**config.mk**
```make
export PLATFORM = sky130hd
export DESIGN_NAME = drive_safety_state_machine_flat
export DESIGN_NICKNAME = d
export VERILOG_FILES = /design/src/dssm_pkg.sv /design/src/dssm_in_if.sv /design/src/dssm_out_if.sv /design/src/dssm_cfg_if.sv /design/src/dssm_core.sv /design/src/drive_safety_state_machine.sv /design/src/flat_wrapper.sv
export SDC_FILE = /design/constraint.sdc
export NUM_CORES = 1
export LEC_CHECK = 0
export BUFFER_PORTS_ARGS = -buffer_cell sky130_fd_sc_hd__buf_2
export CAP_MARGIN = 10
export CORE_ASPECT_RATIO = 0.7
export CORE_MARGIN = 8
export CORE_UTILIZATION = 63
export CTS_CLUSTER_SIZE = 24
export DETAILED_ROUTE_END_ITERATION = 10
export PLACE_DENSITY = 0.92
export SLEW_MARGIN = 20
export SYNTH_ARGS = -nofsm -noshare
export SYNTH_HDL_FRONTEND = slang
export SYNTH_SLANG_ARGS = --single-unit
```
**constraint.sdc**
```tcl
create_clock -name clk -period 12.8 [get_ports clk]
set_clock_uncertainty 0.1 [all_clocks]
set_input_delay 0.64 -clock clk [delete_from_list [all_inputs] [get_ports clk]]
set_output_delay 0.64 -clock clk [all_outputs]
set_load 0.05 [all_outputs]
```
**src/dssm_pkg.sv**
```systemverilog
// ----------------------------------------------------------------------------
// dssm_pkg
// Shared types and constants for the drive safety state machine.
// ----------------------------------------------------------------------------
package dssm_pkg;

  // drive modes, also the encoding of the drive_mode result field
  typedef enum logic [2:0] {
    MODE_IDLE      = 3'd0,
    MODE_RUN       = 3'd1,
    MODE_LIMP      = 3'd2,
    MODE_SOFT_STOP = 3'd3,
    MODE_LOCKED    = 3'd4
  } mode_t;

  // safety levels
  localparam logic [1:0] LVL_SAFE      = 2'd0;
  localparam logic [1:0] LVL_WARN      = 2'd1;
  localparam logic [1:0] LVL_LIMP      = 2'd2;
  localparam logic [1:0] LVL_EMERGENCY = 2'd3;

  // configuration register map
  localparam int unsigned CFG_ADDR_W = 8;
  localparam logic [CFG_ADDR_W-1:0] REG_LIMP_RECOVER = 8'd0;
  localparam logic [CFG_ADDR_W-1:0] REG_SOFT_TIMEOUT = 8'd1;

  localparam logic [31:0] LIMP_RECOVER_RST = 32'd1000;
  localparam logic [31:0] SOFT_TIMEOUT_RST = 32'd2000;

  // 70 percent derate: x * 7 / 10, the divide by 10 done as
  // multiply by ceil(2^19 / 10), exact for dividends below 2^18
  localparam logic [15:0] DIV10_MUL   = 16'd52429;
  localparam int unsigned DIV10_SHIFT = 19;

  typedef struct packed {
    logic [31:0]        now_ms;
    logic               system_active;
    logic [1:0]         safety_level;
    logic signed [15:0] demand_left;
    logic signed [15:0] demand_right;
    logic signed [15:0] actual_left;
    logic signed [15:0] actual_right;
  } in_item_t;

  typedef struct packed {
    logic signed [15:0] target_left;
    logic signed [15:0] target_right;
    logic [2:0]         drive_mode;
    logic               clear_ramps;
  } out_item_t;

endpackage

```
**src/dssm_in_if.sv**
```systemverilog
// ----------------------------------------------------------------------------
// dssm_in_if
// Input tick channel: valid/ready with one tick of sensor and demand data.
// ----------------------------------------------------------------------------
interface dssm_in_if;
  logic               valid;
  logic               ready;
  logic [31:0]        now_ms;
  logic               system_active;
  logic [1:0]         safety_level;
  logic signed [15:0] demand_left;
  logic signed [15:0] demand_right;
  logic signed [15:0] actual_left;
  logic signed [15:0] actual_right;

  modport source (
    output valid, now_ms, system_active, safety_level,
    output demand_left, demand_right, actual_left, actual_right,
    input  ready
  );
  modport sink (
    input  valid, now_ms, system_active, safety_level,
    input  demand_left, demand_right, actual_left, actual_right,
    output ready
  );
endinterface

```
**src/dssm_out_if.sv**
```systemverilog
// ----------------------------------------------------------------------------
// dssm_out_if
// Result channel: valid/ready with drive targets, mode and ramp clear.
// ----------------------------------------------------------------------------
interface dssm_out_if;
  logic               valid;
  logic               ready;
  logic signed [15:0] target_left;
  logic signed [15:0] target_right;
  logic [2:0]         drive_mode;
  logic               clear_ramps;

  modport source (
    output valid, target_left, target_right, drive_mode, clear_ramps,
    input  ready
  );
  modport sink (
    input  valid, target_left, target_right, drive_mode, clear_ramps,
    output ready
  );
endinterface

```
**src/dssm_cfg_if.sv**
```systemverilog
// ----------------------------------------------------------------------------
// dssm_cfg_if
// Configuration write channel: valid/ready with register address and data.
// ----------------------------------------------------------------------------
interface dssm_cfg_if;
  logic                            valid;
  logic                            ready;
  logic [dssm_pkg::CFG_ADDR_W-1:0] addr;
  logic [31:0]                     data;

  modport source (output valid, addr, data, input ready);
  modport sink   (input valid, addr, data, output ready);
endinterface

```
**src/dssm_core.sv**
```systemverilog
// ----------------------------------------------------------------------------
// dssm_core
// Mode state, timers and configuration registers; computes one result per
// tick from the registered input and advances state when step is high.
// ----------------------------------------------------------------------------
module dssm_core (
  input  logic                            clk,
  input  logic                            rst,
  input  logic                            step,
  input  dssm_pkg::in_item_t              item,
  output dssm_pkg::out_item_t             res,
  input  logic                            cfg_we,
  input  logic [dssm_pkg::CFG_ADDR_W-1:0] cfg_addr,
  input  logic [31:0]                     cfg_data
);

  dssm_pkg::mode_t mode, mode_next;
  logic [31:0]     recover_window_ms;
  logic [31:0]     soft_stop_timeout_ms;
  logic [31:0]     limp_safe_since, limp_safe_since_next;
  logic            limp_timing, limp_timing_next;
  logic [31:0]     soft_stop_since, soft_stop_since_next;

  logic [31:0]        limp_elapsed;
  logic [31:0]        soft_elapsed;
  logic               outputs_zero;
  logic signed [15:0] tl, tr;
  logic               clr;

  // x * 0.7 truncated toward zero
  function automatic logic signed [15:0] derate(input logic signed [15:0] d);
    logic [16:0] mag;
    logic [17:0] mag7;
    logic [33:0] prod;
    logic [14:0] q;
    mag  = d[15] ? (17'd0 - {d[15], d}) : {1'b0, d};
    mag7 = 18'({mag, 3'b000}) - 18'(mag);
    prod = mag7 * dssm_pkg::DIV10_MUL;
    q    = prod[dssm_pkg::DIV10_SHIFT +: 15];
    return d[15] ? (16'd0 - {1'b0, q}) : {1'b0, q};
  endfunction

  // x / 2 truncated toward zero
  function automatic logic signed [15:0] halve(input logic signed [15:0] d);
    logic signed [16:0] t;
    t = {d[15], d} + {16'd0, d[15]};
    return t[16:1];
  endfunction

  assign limp_elapsed = item.now_ms - limp_safe_since;
  assign soft_elapsed = item.now_ms - soft_stop_since;
  assign outputs_zero = (item.actual_left == 16'sd0) && (item.actual_right == 16'sd0);

  // next state
  always_comb begin
    mode_next            = mode;
    limp_timing_next     = limp_timing;
    limp_safe_since_next = limp_safe_since;
    case (mode)
      dssm_pkg::MODE_IDLE: begin
        limp_timing_next     = 1'b0;
        limp_safe_since_next = '0;
        if (item.system_active) begin
          mode_next = dssm_pkg::MODE_RUN;
        end
      end
      dssm_pkg::MODE_RUN: begin
        if (item.safety_level == dssm_pkg::LVL_EMERGENCY) begin
          mode_next = dssm_pkg::MODE_SOFT_STOP;
        end else if (item.safety_level == dssm_pkg::LVL_LIMP) begin
          mode_next            = dssm_pkg::MODE_LIMP;
          limp_timing_next     = 1'b0;
          limp_safe_since_next = '0;
        end
      end
      dssm_pkg::MODE_LIMP: begin
        if (item.safety_level == dssm_pkg::LVL_EMERGENCY) begin
          mode_next = dssm_pkg::MODE_SOFT_STOP;
        end else if (item.safety_level == dssm_pkg::LVL_SAFE) begin
          if (!limp_timing) begin
            limp_timing_next     = 1'b1;
            limp_safe_since_next = item.now_ms;
          end else if (limp_elapsed >= recover_window_ms) begin
            mode_next            = dssm_pkg::MODE_RUN;
            limp_timing_next     = 1'b0;
            limp_safe_since_next = '0;
          end
        end else begin
          limp_timing_next     = 1'b0;
          limp_safe_since_next = '0;
        end
      end
      dssm_pkg::MODE_SOFT_STOP: begin
        if (outputs_zero || (soft_elapsed >= soft_stop_timeout_ms)) begin
          mode_next = dssm_pkg::MODE_LOCKED;
        end
      end
      default: begin
        mode_next = dssm_pkg::MODE_LOCKED;
      end
    endcase
  end

  // soft stop start time is taken on the tick that enters soft stop
  always_comb begin
    soft_stop_since_next = soft_stop_since;
    if ((mode_next == dssm_pkg::MODE_SOFT_STOP) && (mode != dssm_pkg::MODE_SOFT_STOP)) begin
      soft_stop_since_next = item.now_ms;
    end
  end

  // outputs of the tick
  always_comb begin
    tl  = 16'sd0;
    tr  = 16'sd0;
    clr = 1'b0;
    case (mode)
      dssm_pkg::MODE_IDLE: begin
        clr = 1'b1;
      end
      dssm_pkg::MODE_RUN: begin
        if (item.safety_level == dssm_pkg::LVL_WARN) begin
          tl = derate(item.demand_left);
          tr = derate(item.demand_right);
        end else begin
          tl = item.demand_left;
          tr = item.demand_right;
        end
      end
      dssm_pkg::MODE_LIMP: begin
        tl = halve(item.demand_left);
        tr = halve(item.demand_right);
      end
      default: begin
        tl = 16'sd0;
      end
    endcase
  end

  assign res.target_left  = tl;
  assign res.target_right = tr;
  assign res.drive_mode   = mode_next;
  assign res.clear_ramps  = clr;

  always_ff @(posedge clk) begin
    if (rst) begin
      mode                 <= dssm_pkg::MODE_IDLE;
      limp_timing          <= 1'b0;
      limp_safe_since      <= '0;
      soft_stop_since      <= '0;
      recover_window_ms    <= dssm_pkg::LIMP_RECOVER_RST;
      soft_stop_timeout_ms <= dssm_pkg::SOFT_TIMEOUT_RST;
    end else begin
      if (step) begin
        mode            <= mode_next;
        limp_timing     <= limp_timing_next;
        limp_safe_since <= limp_safe_since_next;
        soft_stop_since <= soft_stop_since_next;
      end
      if (cfg_we && (cfg_addr == dssm_pkg::REG_LIMP_RECOVER)) begin
        recover_window_ms <= cfg_data;
      end
      if (cfg_we && (cfg_addr == dssm_pkg::REG_SOFT_TIMEOUT)) begin
        soft_stop_timeout_ms <= cfg_data;
      end
    end
  end

  // locked only leaves through reset
  a_locked_sticky: assert property (@(posedge clk) disable iff (rst)
    (mode == dssm_pkg::MODE_LOCKED) |=> (mode == dssm_pkg::MODE_LOCKED))
    else $error("locked mode left without reset");

  // entering soft stop records the tick time
  a_soft_start: assert property (@(posedge clk) disable iff (rst)
    (step && (mode != dssm_pkg::MODE_SOFT_STOP) && (mode_next == dssm_pkg::MODE_SOFT_STOP))
    |=> (soft_stop_since == $past(item.now_ms)))
    else $error("soft stop start time not captured");

  // idle ticks drive zero and request a ramp clear
  a_idle_out: assert property (@(posedge clk) disable iff (rst)
    (step && (mode == dssm_pkg::MODE_IDLE)) |->
    (res.clear_ramps && (res.target_left == 16'sd0) && (res.target_right == 16'sd0)))
    else $error("idle tick with nonzero target or no ramp clear");

  // mode only moves on a tick
  a_mode_hold: assert property (@(posedge clk) disable iff (rst)
    !step |=> $stable(mode))
    else $error("mode changed without a tick");

endmodule

```
**src/drive_safety_state_machine.sv**
```systemverilog
// ----------------------------------------------------------------------------
// drive_safety_state_machine
// Five-mode drive safety supervisor with mode-scaled drive targets.
// ----------------------------------------------------------------------------
// Usage:
//   in_ch  carries one control tick per transfer (time, active flag, safety
//          level, drive demands and measured outputs).
//   out_ch returns exactly one result per tick, in order: the two targets,
//          the mode after the tick and the ramp clear request.
//   cfg    writes the limp recovery window (address 0) or soft_stop_timeout_ms
//          (address 1); other addresses are dropped. Always ready; write
//          only while no tick is in flight.
// The input transfer loads the input register, then the mode logic feeds the
// result register, from which out_ch transfers. One tick per cycle is
// sustained while out_ch is ready; the rate is set by the single mode
// update path.
// When out_ch stalls, the result register holds and the input register takes
// one more tick before in_ch.ready drops.
// Reset (rst, synchronous) empties both registers, returns to idle and
// restores the register defaults of 1000 ms and 2000 ms.
// ----------------------------------------------------------------------------
module drive_safety_state_machine (
  input  logic     clk,
  input  logic     rst,
  dssm_in_if.sink  in_ch,
  dssm_out_if.source out_ch,
  dssm_cfg_if.sink cfg
);

  dssm_pkg::in_item_t  in_q;
  logic                in_valid;
  dssm_pkg::out_item_t res;
  dssm_pkg::out_item_t out_q;
  logic                out_valid;
  logic                advance;

  assign advance     = in_valid && (!out_valid || out_ch.ready);
  assign in_ch.ready = !in_valid || advance;
  assign cfg.ready   = 1'b1;

  always_ff @(posedge clk) begin
    if (rst) begin
      in_valid  <= 1'b0;
      out_valid <= 1'b0;
    end else begin
      if (in_ch.ready) begin
        in_valid <= in_ch.valid;
      end
      if (advance) begin
        out_valid <= 1'b1;
      end else if (out_ch.ready) begin
        out_valid <= 1'b0;
      end
    end
  end

  always_ff @(posedge clk) begin
    if (in_ch.valid && in_ch.ready) begin
      in_q.now_ms        <= in_ch.now_ms;
      in_q.system_active <= in_ch.system_active;
      in_q.safety_level  <= in_ch.safety_level;
      in_q.demand_left   <= in_ch.demand_left;
      in_q.demand_right  <= in_ch.demand_right;
      in_q.actual_left   <= in_ch.actual_left;
      in_q.actual_right  <= in_ch.actual_right;
    end
    if (advance) begin
      out_q <= res;
    end
  end

  dssm_core u_core (
    .clk      (clk),
    .rst      (rst),
    .step     (advance),
    .item     (in_q),
    .res      (res),
    .cfg_we   (cfg.valid && cfg.ready),
    .cfg_addr (cfg.addr),
    .cfg_data (cfg.data)
  );

  assign out_ch.valid        = out_valid;
  assign out_ch.target_left  = out_q.target_left;
  assign out_ch.target_right = out_q.target_right;
  assign out_ch.drive_mode   = out_q.drive_mode;
  assign out_ch.clear_ramps  = out_q.clear_ramps;

endmodule
```
**src/flat_wrapper.sv**
```systemverilog
// flat-port wrapper written by rule: the top's interface ports become plain ports
module drive_safety_state_machine_flat 
  (clk, rst, in_ch_valid, in_ch_now_ms, in_ch_system_active, in_ch_safety_level, in_ch_demand_left, in_ch_demand_right, in_ch_actual_left, in_ch_actual_right, in_ch_ready, out_ch_valid, out_ch_target_left, out_ch_target_right, out_ch_drive_mode, out_ch_clear_ramps, out_ch_ready, cfg_valid, cfg_addr, cfg_data, cfg_ready);
  dssm_in_if in_ch_i ();
  dssm_out_if out_ch_i ();
  dssm_cfg_if cfg_i ();
  input  logic clk;
  input  logic rst;
  input wire logic [$bits(in_ch_i.valid)-1:0] in_ch_valid;
  input wire logic [$bits(in_ch_i.now_ms)-1:0] in_ch_now_ms;
  input wire logic [$bits(in_ch_i.system_active)-1:0] in_ch_system_active;
  input wire logic [$bits(in_ch_i.safety_level)-1:0] in_ch_safety_level;
  input wire logic [$bits(in_ch_i.demand_left)-1:0] in_ch_demand_left;
  input wire logic [$bits(in_ch_i.demand_right)-1:0] in_ch_demand_right;
  input wire logic [$bits(in_ch_i.actual_left)-1:0] in_ch_actual_left;
  input wire logic [$bits(in_ch_i.actual_right)-1:0] in_ch_actual_right;
  output wire logic [$bits(in_ch_i.ready)-1:0] in_ch_ready;
  output wire logic [$bits(out_ch_i.valid)-1:0] out_ch_valid;
  output wire logic [$bits(out_ch_i.target_left)-1:0] out_ch_target_left;
  output wire logic [$bits(out_ch_i.target_right)-1:0] out_ch_target_right;
  output wire logic [$bits(out_ch_i.drive_mode)-1:0] out_ch_drive_mode;
  output wire logic [$bits(out_ch_i.clear_ramps)-1:0] out_ch_clear_ramps;
  input wire logic [$bits(out_ch_i.ready)-1:0] out_ch_ready;
  input wire logic [$bits(cfg_i.valid)-1:0] cfg_valid;
  input wire logic [$bits(cfg_i.addr)-1:0] cfg_addr;
  input wire logic [$bits(cfg_i.data)-1:0] cfg_data;
  output wire logic [$bits(cfg_i.ready)-1:0] cfg_ready;
  assign in_ch_i.valid = in_ch_valid;
  assign in_ch_i.now_ms = in_ch_now_ms;
  assign in_ch_i.system_active = in_ch_system_active;
  assign in_ch_i.safety_level = in_ch_safety_level;
  assign in_ch_i.demand_left = in_ch_demand_left;
  assign in_ch_i.demand_right = in_ch_demand_right;
  assign in_ch_i.actual_left = in_ch_actual_left;
  assign in_ch_i.actual_right = in_ch_actual_right;
  assign in_ch_ready = in_ch_i.ready;
  assign out_ch_valid = out_ch_i.valid;
  assign out_ch_target_left = out_ch_i.target_left;
  assign out_ch_target_right = out_ch_i.target_right;
  assign out_ch_drive_mode = out_ch_i.drive_mode;
  assign out_ch_clear_ramps = out_ch_i.clear_ramps;
  assign out_ch_i.ready = out_ch_ready;
  assign cfg_i.valid = cfg_valid;
  assign cfg_i.addr = cfg_addr;
  assign cfg_i.data = cfg_data;
  assign cfg_ready = cfg_i.ready;
  drive_safety_state_machine u_core (.clk(clk), .rst(rst), .in_ch(in_ch_i), .out_ch(out_ch_i), .cfg(cfg_i));
endmodule
```
==> results.toml, run 1 <==
[status]
status = "completed"

[detailed_routing]
post_route_antenna_net_violation_count = 0
drt-total-wl_microns = 73400
dr.first_iter.drc_count = 2216
wl_per_cell_microns = 19.5
detail_route.vias_per_cell = 5.94
vias_post_dr = 22334
drt_pass1_iterations = 6
post-route-drc-count = 0

[die]
die_y_microns = 191
top_level_ports = 183
dieWidth_microns = 266
fp.coreArea_sq_mm = 0.0434
fp-row-count = 64
dieArea_sq_mm = 0.0507
start_util_pct = 63.4

[clock_tree]
cts.repair_timing.setup_buffer_count = 0
cts_buffer_depth = 3
clk-insertion-delay-late_ns = 0.57
numClockSinks = 269
cts_tree = "built"
post_cts_resize_count = 0
cts-buffers-inserted = 27
clk_root_buffer_cell = "sky130_fd_sc_hd__clkbuf_16"
post_cts_hold_buffer_count = 0
worst_setup_hold_path_clk_slew_ns = 0.07
ctsHtreeMaxLevel = 1

[critical_path]
cp_data_arrival_time_ns = 11.61
critical-path-slowest-cell = "sky130_fd_sc_hd__edfxtp_1"
criticalPathCategory = "reg -> reg"
worst_setup_path_end_kind = "register"
worstPathMaxFanout = 35
cp.required_ns = 12.99
critical-path-top-cell-by-count = "sky130_fd_sc_hd__inv_1"
cp_slowest_stage_delay_ns = 1.03
critical_r2r_launch = "u_core.in_q[63]"
critPathLaunchType = "register"
worstSetupStartpoint = "u_core.in_q[63]"

[synthesis]
synth-warning-count = 0
netlist_instances = 3001
post_synth_fa_ha_maj_area_fraction_pct = 33.8
synthFlopType = "sky130_fd_sc_hd__edfxtp_1"
post_synth_simple_gate_area_pct = 11.0
synth-compound-area-share_pct = 14.2
synthXorXnorAreaFrac_pct = 6.47
ys_seq_area_share_pct = 24.5
synth.avg_cell_area_sq_um = 9.16
yosys-mux-area-fraction_pct = 1.33
synth_async_sr_flop_share_pct = 0
ys_seq_elements = 269
combined_area_of_all_synthesized_cells_sq_mm = 0.0275
synth_cell_types = 81
synth-edff-count = 135
largest_family_of_logic_cells_by_synthesized_area = "adder cells"

[place]
portBuffers = 181
post-dp-hpwl_microns = 59300
place_congestion = 1.06
place_area_sq_mm = 0.0290

[global_route]
antenna_found_initial = 3
grt_pass1_wl_microns = 116000
gr-usage-all-layers_pct = 28.5
grt_max_degree = 69
via_count_of_the_first_global_routing_pass = 21788
grt-ovfl-total = 0

[finish]
final_design_area_no_fill_sq_mm = 0.0299
number_of_antenna_cells_inserted = 0
finalNetCount = 3912
final_layout_size_suffix_gt1_share_pct = 8.66
layout.cells.most_common_list = "sky130_fd_sc_hd__inv_1, sky130_fd_sc_hd__ha_1, sky130_fd_sc_hd__nand2_1"
number_of_fill_cells = 3209
syn2layout_area_growth_pct = 8.68
mostFrequentLayoutCell = "sky130_fd_sc_hd__inv_1"

[sta]
setup_violations = 0
hold_viol_final = 0
timing.max_slew.rel_slack_pct = 24.1
post-route-period-util_pct = 89.2
finalWorstPathRequiredPeriod_ns = 11.42
totalNegativeSetupSlack_ns = 0
fmax_mhz = 87.6
grt_setup_unrepaired = "no"
slew_violations = 0
max_slew.worst_pin.slew_ns = 1.14

[hold_path]
hp-class = "in -> reg"
holdCritStartpoint = "in_ch_actual_left[4]"

[run]
drv.max_cap_violation_count = 0
==> critical path: cells and delay by family, from the launching register on <==
family / cells / cell delay (ns)
xor+xnor: 3 / 1.06
compound gates: 14 / 3.01
buf+inv: 5 / 0.31
fa+ha+maj: 8 / 3.47
simple gates: 6 / 1.82
flops: 1 / 1.03
mux: 1 / 0.32
==> area by class of cell <==
class	count	area [sq um]	area share, %
multi-input combinational	2093	18400	61.5
tap	594	743	2.49
clock buffer	34	764	2.56
clock inverter	16	150	0.502
inverter	556	2090	6.98
sequential	269	6740	22.5
timing repair buffer	197	1030	3.45
==> final timing paths <==
| path | to | slack [ns] | depth (start not counted) |
|---|---|---|---|
| min | u_core.in_q[20] | 0.14 | 1 |
| max | u_core.out_ch.target_left[11] | 1.38 | 37 |
| max reg2reg | u_core.out_ch.target_left[11] | 1.38 | 37 |
| min reg2reg | u_core.u_core.soft_stop_timeout_ms[20] | 0.36 | 2 |
==> stage by stage <==
step                utilization [%]  setup slack (ns)  std cells  hold slack (ns)
detailed placement             66.7              1.65       3708            0.348
floorplan                         -              2.54       3003            0.336
global route                   68.9             0.847       3759            0.124
CTS                            68.8              1.59       3758            0.125
finish                         68.9              1.38       3759            0.140
global placement               66.7              1.86       3708            0.342
==> sequential cells by signal, summed over array words and instances, names as in the netlist <==
register / flops
u_core.u_core.limp_safe_since: 32
u_core.u_core.soft_stop_since: 32
u_core.out_ch.clear_ramps: 1
u_core.u_core.mode: 3
u_core.out_ch.target_right: 16
u_core.u_core.limp_timing: 1
u_core.in_q: 99
u_core.out_ch.target_left: 16
u_core.out_ch.valid: 1
u_core.out_ch.drive_mode: 3
u_core.u_core.soft_stop_timeout_ms: 32
u_core.u_core.recover_window_ms: 32
u_core.in_valid: 1
==> layer usage <==
metal  vias to the layer above  wire, microns  GRT usage [%]
li1                      10449              -              -
met1                     10604          32200           41.3
met2                      1152          31200           43.6
met3                       125           8040           6.00
met4                         4           1870           6.72
met5                         -             23              0
==> cell usage after synthesis, drive strengths merged, types with 16 or more instances <==
master / n / share of area, %
a21o: 72 / 2.0
nor2b: 23 / 0.52
nor3: 35 / 0.66
edfxtp: 135 / 15
a21oi: 199 / 3.6
o211ai: 20 / 0.55
xor2: 67 / 2.1
a31oi: 16 / 0.42
xnor2: 136 / 4.3
dfxtp: 134 / 9.8
ha: 434 / 20
a22o: 32 / 1.0
nor4: 20 / 0.48
o21bai: 18 / 0.49
mux2i: 35 / 1.3
nand2b: 33 / 0.75
nand2: 209 / 2.9
and3: 23 / 0.52
o21ai: 90 / 1.6
clkbuf: 75 / 1.0
nand4: 25 / 0.57
nand3: 41 / 0.75
o31ai: 21 / 0.57
o21a: 17 / 0.46
inv: 555 / 7.6
fa: 190 / 14
nor2: 146 / 2.0
==> kinds of logic after synthesis <==
logic type,after synthesis
DFF,269
buffers and inverters,641
adders and majority gates,629
AOI/OAI and AO/OA,595
muxes,36
xor gates and xnor gates,203
other,1
and+or+nand+nor,627
Power of run 1 is not shown: default switching activity piles up to over one toggle a cycle in this logic, so the estimate is an artifact.
==> run 2: changes to the inputs <==
- SKIP_LAST_GASP: unset -> 1
- SYNTH_HIERARCHICAL: unset -> 1
==> run 2 against run 1 <==
  * Via count up 1.1%
  * Sequential cell count unchanged
  * Core utilization up 0.22 points
  * Sequential share of layout area down 0.11 points
  * Highest routed layer unchanged
==> results.toml, run 2 <==
[sta]
fmax_mhz = 90.2
setup_violations = 0
hold_viol_final = 0
finalWorstPathRequiredPeriod_ns = 11.09
timing.max_slew.rel_slack_pct = 29.0
max_slew.worst_pin.slew_ns = 1.07
slew_violations = 0
totalNegativeSetupSlack_ns = 0
grt_setup_unrepaired = "no"
post-route-period-util_pct = 86.7

[status]
status = "completed"

[critical_path]
worstPathMaxFanout = 13
reg2reg_slack_ns = 1.71
critical-path-slowest-cell = "sky130_fd_sc_hd__edfxtp_1"
critical_r2r_launch = "u_core/in_q[48]"
cp_data_arrival_time_ns = 11.29
worst_setup_path_end_kind = "register"
critical-path-top-cell-by-count = "sky130_fd_sc_hd__inv_1"
critPathLaunchType = "register"
reg2reg_depth = 40
cp.required_ns = 13.00
cp_slowest_stage_delay_ns = 0.68
criticalPathCategory = "reg -> reg"
timing.rr.end = "u_core/out_ch.target_left[9]"

[die]
die_y_microns = 191
fp.coreArea_sq_mm = 0.0435
dieWidth_microns = 266
start_util_pct = 63.5
top_level_ports = 183
fp-row-count = 64
dieArea_sq_mm = 0.0509

[global_route]
grt_pass1_wl_microns = 119000
gr-usage-all-layers_pct = 29.0
grt_max_degree = 66
grt-ovfl-total = 0
via_count_of_the_first_global_routing_pass = 22640
antenna_found_initial = 5

[clock_tree]
cts_tree = "built"
worst_setup_hold_path_clk_slew_ns = 0.07
cts.repair_timing.setup_buffer_count = 0
ctsHtreeMaxLevel = 1
cts_buffer_depth = 3
clk-insertion-delay-late_ns = 0.61
post_cts_hold_buffer_count = 0
cts-buffers-inserted = 28
clk_root_buffer_cell = "sky130_fd_sc_hd__clkbuf_16"
numClockSinks = 269
post_cts_resize_count = 0

[place]
portBuffers = 181
post-dp-hpwl_microns = 58600
place_congestion = 1.01

[finish]
largest_register_ffs = 99
mostFrequentLayoutCell = "sky130_fd_sc_hd__inv_1"
max_flop_register = "u_core/in_q"
final_layout_size_suffix_gt1_share_pct = 9.07
syn2layout_area_growth_pct = 8.71
layout.cells.most_common_list = "sky130_fd_sc_hd__inv_1, sky130_fd_sc_hd__ha_1, sky130_fd_sc_hd__nand2_1"
finalNetCount = 3964

[synthesis]
synth-edff-count = 135
ys_seq_area_share_pct = 24.4
netlist_instances = 3058
combined_area_of_all_synthesized_cells_sq_mm = 0.0276
synthTopCellsByCount = "sky130_fd_sc_hd__inv_1, sky130_fd_sc_hd__ha_1, sky130_fd_sc_hd__nand2_1"
post_synth_main_area_contributors = "sky130_fd_sc_hd__ha_1, sky130_fd_sc_hd__edfxtp_1, sky130_fd_sc_hd__fa_1"
synth.avg_cell_area_sq_um = 9.04
yosysTopAreaCellShare_pct = 19.7
cell_with_the_most_instances_after_synthesis = "sky130_fd_sc_hd__inv_1"
synthFlopType = "sky130_fd_sc_hd__edfxtp_1"
synth_cell_types = 96
synth.largest_area_cell = "sky130_fd_sc_hd__ha_1"
synth_async_sr_flop_share_pct = 0
synth-warning-count = 6
ys_seq_elements = 269

[hold_path]
hold_end = "u_core/in_q[74]"
holdCritStartpoint = "in_ch_now_ms[7]"
hp-class = "in -> reg"
holdPathStages = 1

[detailed_routing]
detail_route.vias_per_cell = 5.92
drt_pass1_iterations = 5
wl_per_cell_microns = 19.4
post_route_antenna_net_violation_count = 0
post-route-drc-count = 0
dr.first_iter.drc_count = 2453
vias_post_dr = 22589
drt-total-wl_microns = 74100

[run]
drv.max_cap_violation_count = 0
## run 2: changes by cell type in the layout (fill, tap and decap cells not counted), sizes merged, moves of 5 or more
cell / delta
a21o: -18
a21oi: -25
a22o: -32
a22oi: +34
a32oi: +5
a41oi: +6
and3: -6
nand2: +89
nand2b: -11
nor2: +37
nor3: -6
o22ai: -5
o31a: +6
xor2: -6
## run 2: worst max path at each step
stage                                from  slack [ns]  cells after the start                             to
after global routing      u_core/in_q[48]        1.04                     40  u_core/out_ch.target_left[14]
after global placement    u_core/in_q[48]        2.33                     40   u_core/out_ch.target_left[9]
after floorplan           u_core/in_q[53]        3.19                     36   u_core/out_ch.target_left[9]
final                     u_core/in_q[48]        1.71                     40   u_core/out_ch.target_left[9]
after CTS                 u_core/in_q[48]        1.88                     40   u_core/out_ch.target_left[9]
after detailed placement  u_core/in_q[48]        2.01                     40   u_core/out_ch.target_left[9]
## run 2: logic make-up (layout without fill, tap and decap cells)
| logic type | Yosys count | count (layout) | synth area share, % |
|---|---|---|---|
| fa+ha+maj | 625 | 625 | 33.5 |
| compound gates | 571 | 571 | 13.7 |
| other cells | 2 | 5 | 0.0272 |
| xor+xnor | 197 | 197 | 6.35 |
| buf+inv | 644 | 803 | 8.90 |
| mux | 36 | 36 | 1.30 |
| simple gates | 714 | 714 | 11.8 |
| flops | 269 | 269 | 24.4 |
## run 2: stage by stage
stage,hold slack (ns),instances,setup WS (ns),utilization [%],area (sq um)
after detailed placement,0.347,3760,2.01,66.8,29000
after floorplan,0.335,3059,3.19,-,27600
after global placement,0.342,3760,2.33,66.8,29000
after CTS,0.0744,3812,1.88,69.0,30000
after global routing,0.0840,3814,1.04,69.1,30000
final,0.101,3814,1.71,69.1,30000
## run 2: final cells by class
cell class	count	area (sq um)
fillers	3178	13400
clock inverters	17	203
repair buffers	198	1030
multi-input cells	2146	18500
clock buffers	35	779
diodes	2	5.00
flip-flops and latches	269	6740
inverters	553	2080
well taps	594	743
## run 2: worst max-delay path, delay by kind of cell (launching register included)
| family | cells | cell delay [ns] |
|---|---|---|
| DFF | 1 | 0.68 |
| xor gates and xnor gates | 3 | 0.76 |
| and+or+nand+nor | 6 | 1.06 |
| buffers and inverters | 7 | 0.68 |
| AOI/OAI and AO/OA | 14 | 3.40 |
| adders and majority gates | 10 | 4.09 |
## run 2: per-layer routing
metal / wire [microns] / up-vias / GRT usage, % / part of all wire, %
li1: - / 10564 / - / -
met3: 8110 / 138 / 8.24 / 11
met1: 32200 / 10768 / 40.7 / 43
met5: 27 / - / 0 / 0.036
met2: 31800 / 1115 / 43.5 / 43
met4: 2010 / 4 / 8.04 / 2.7
Power of run 2 is left out for the same reason.
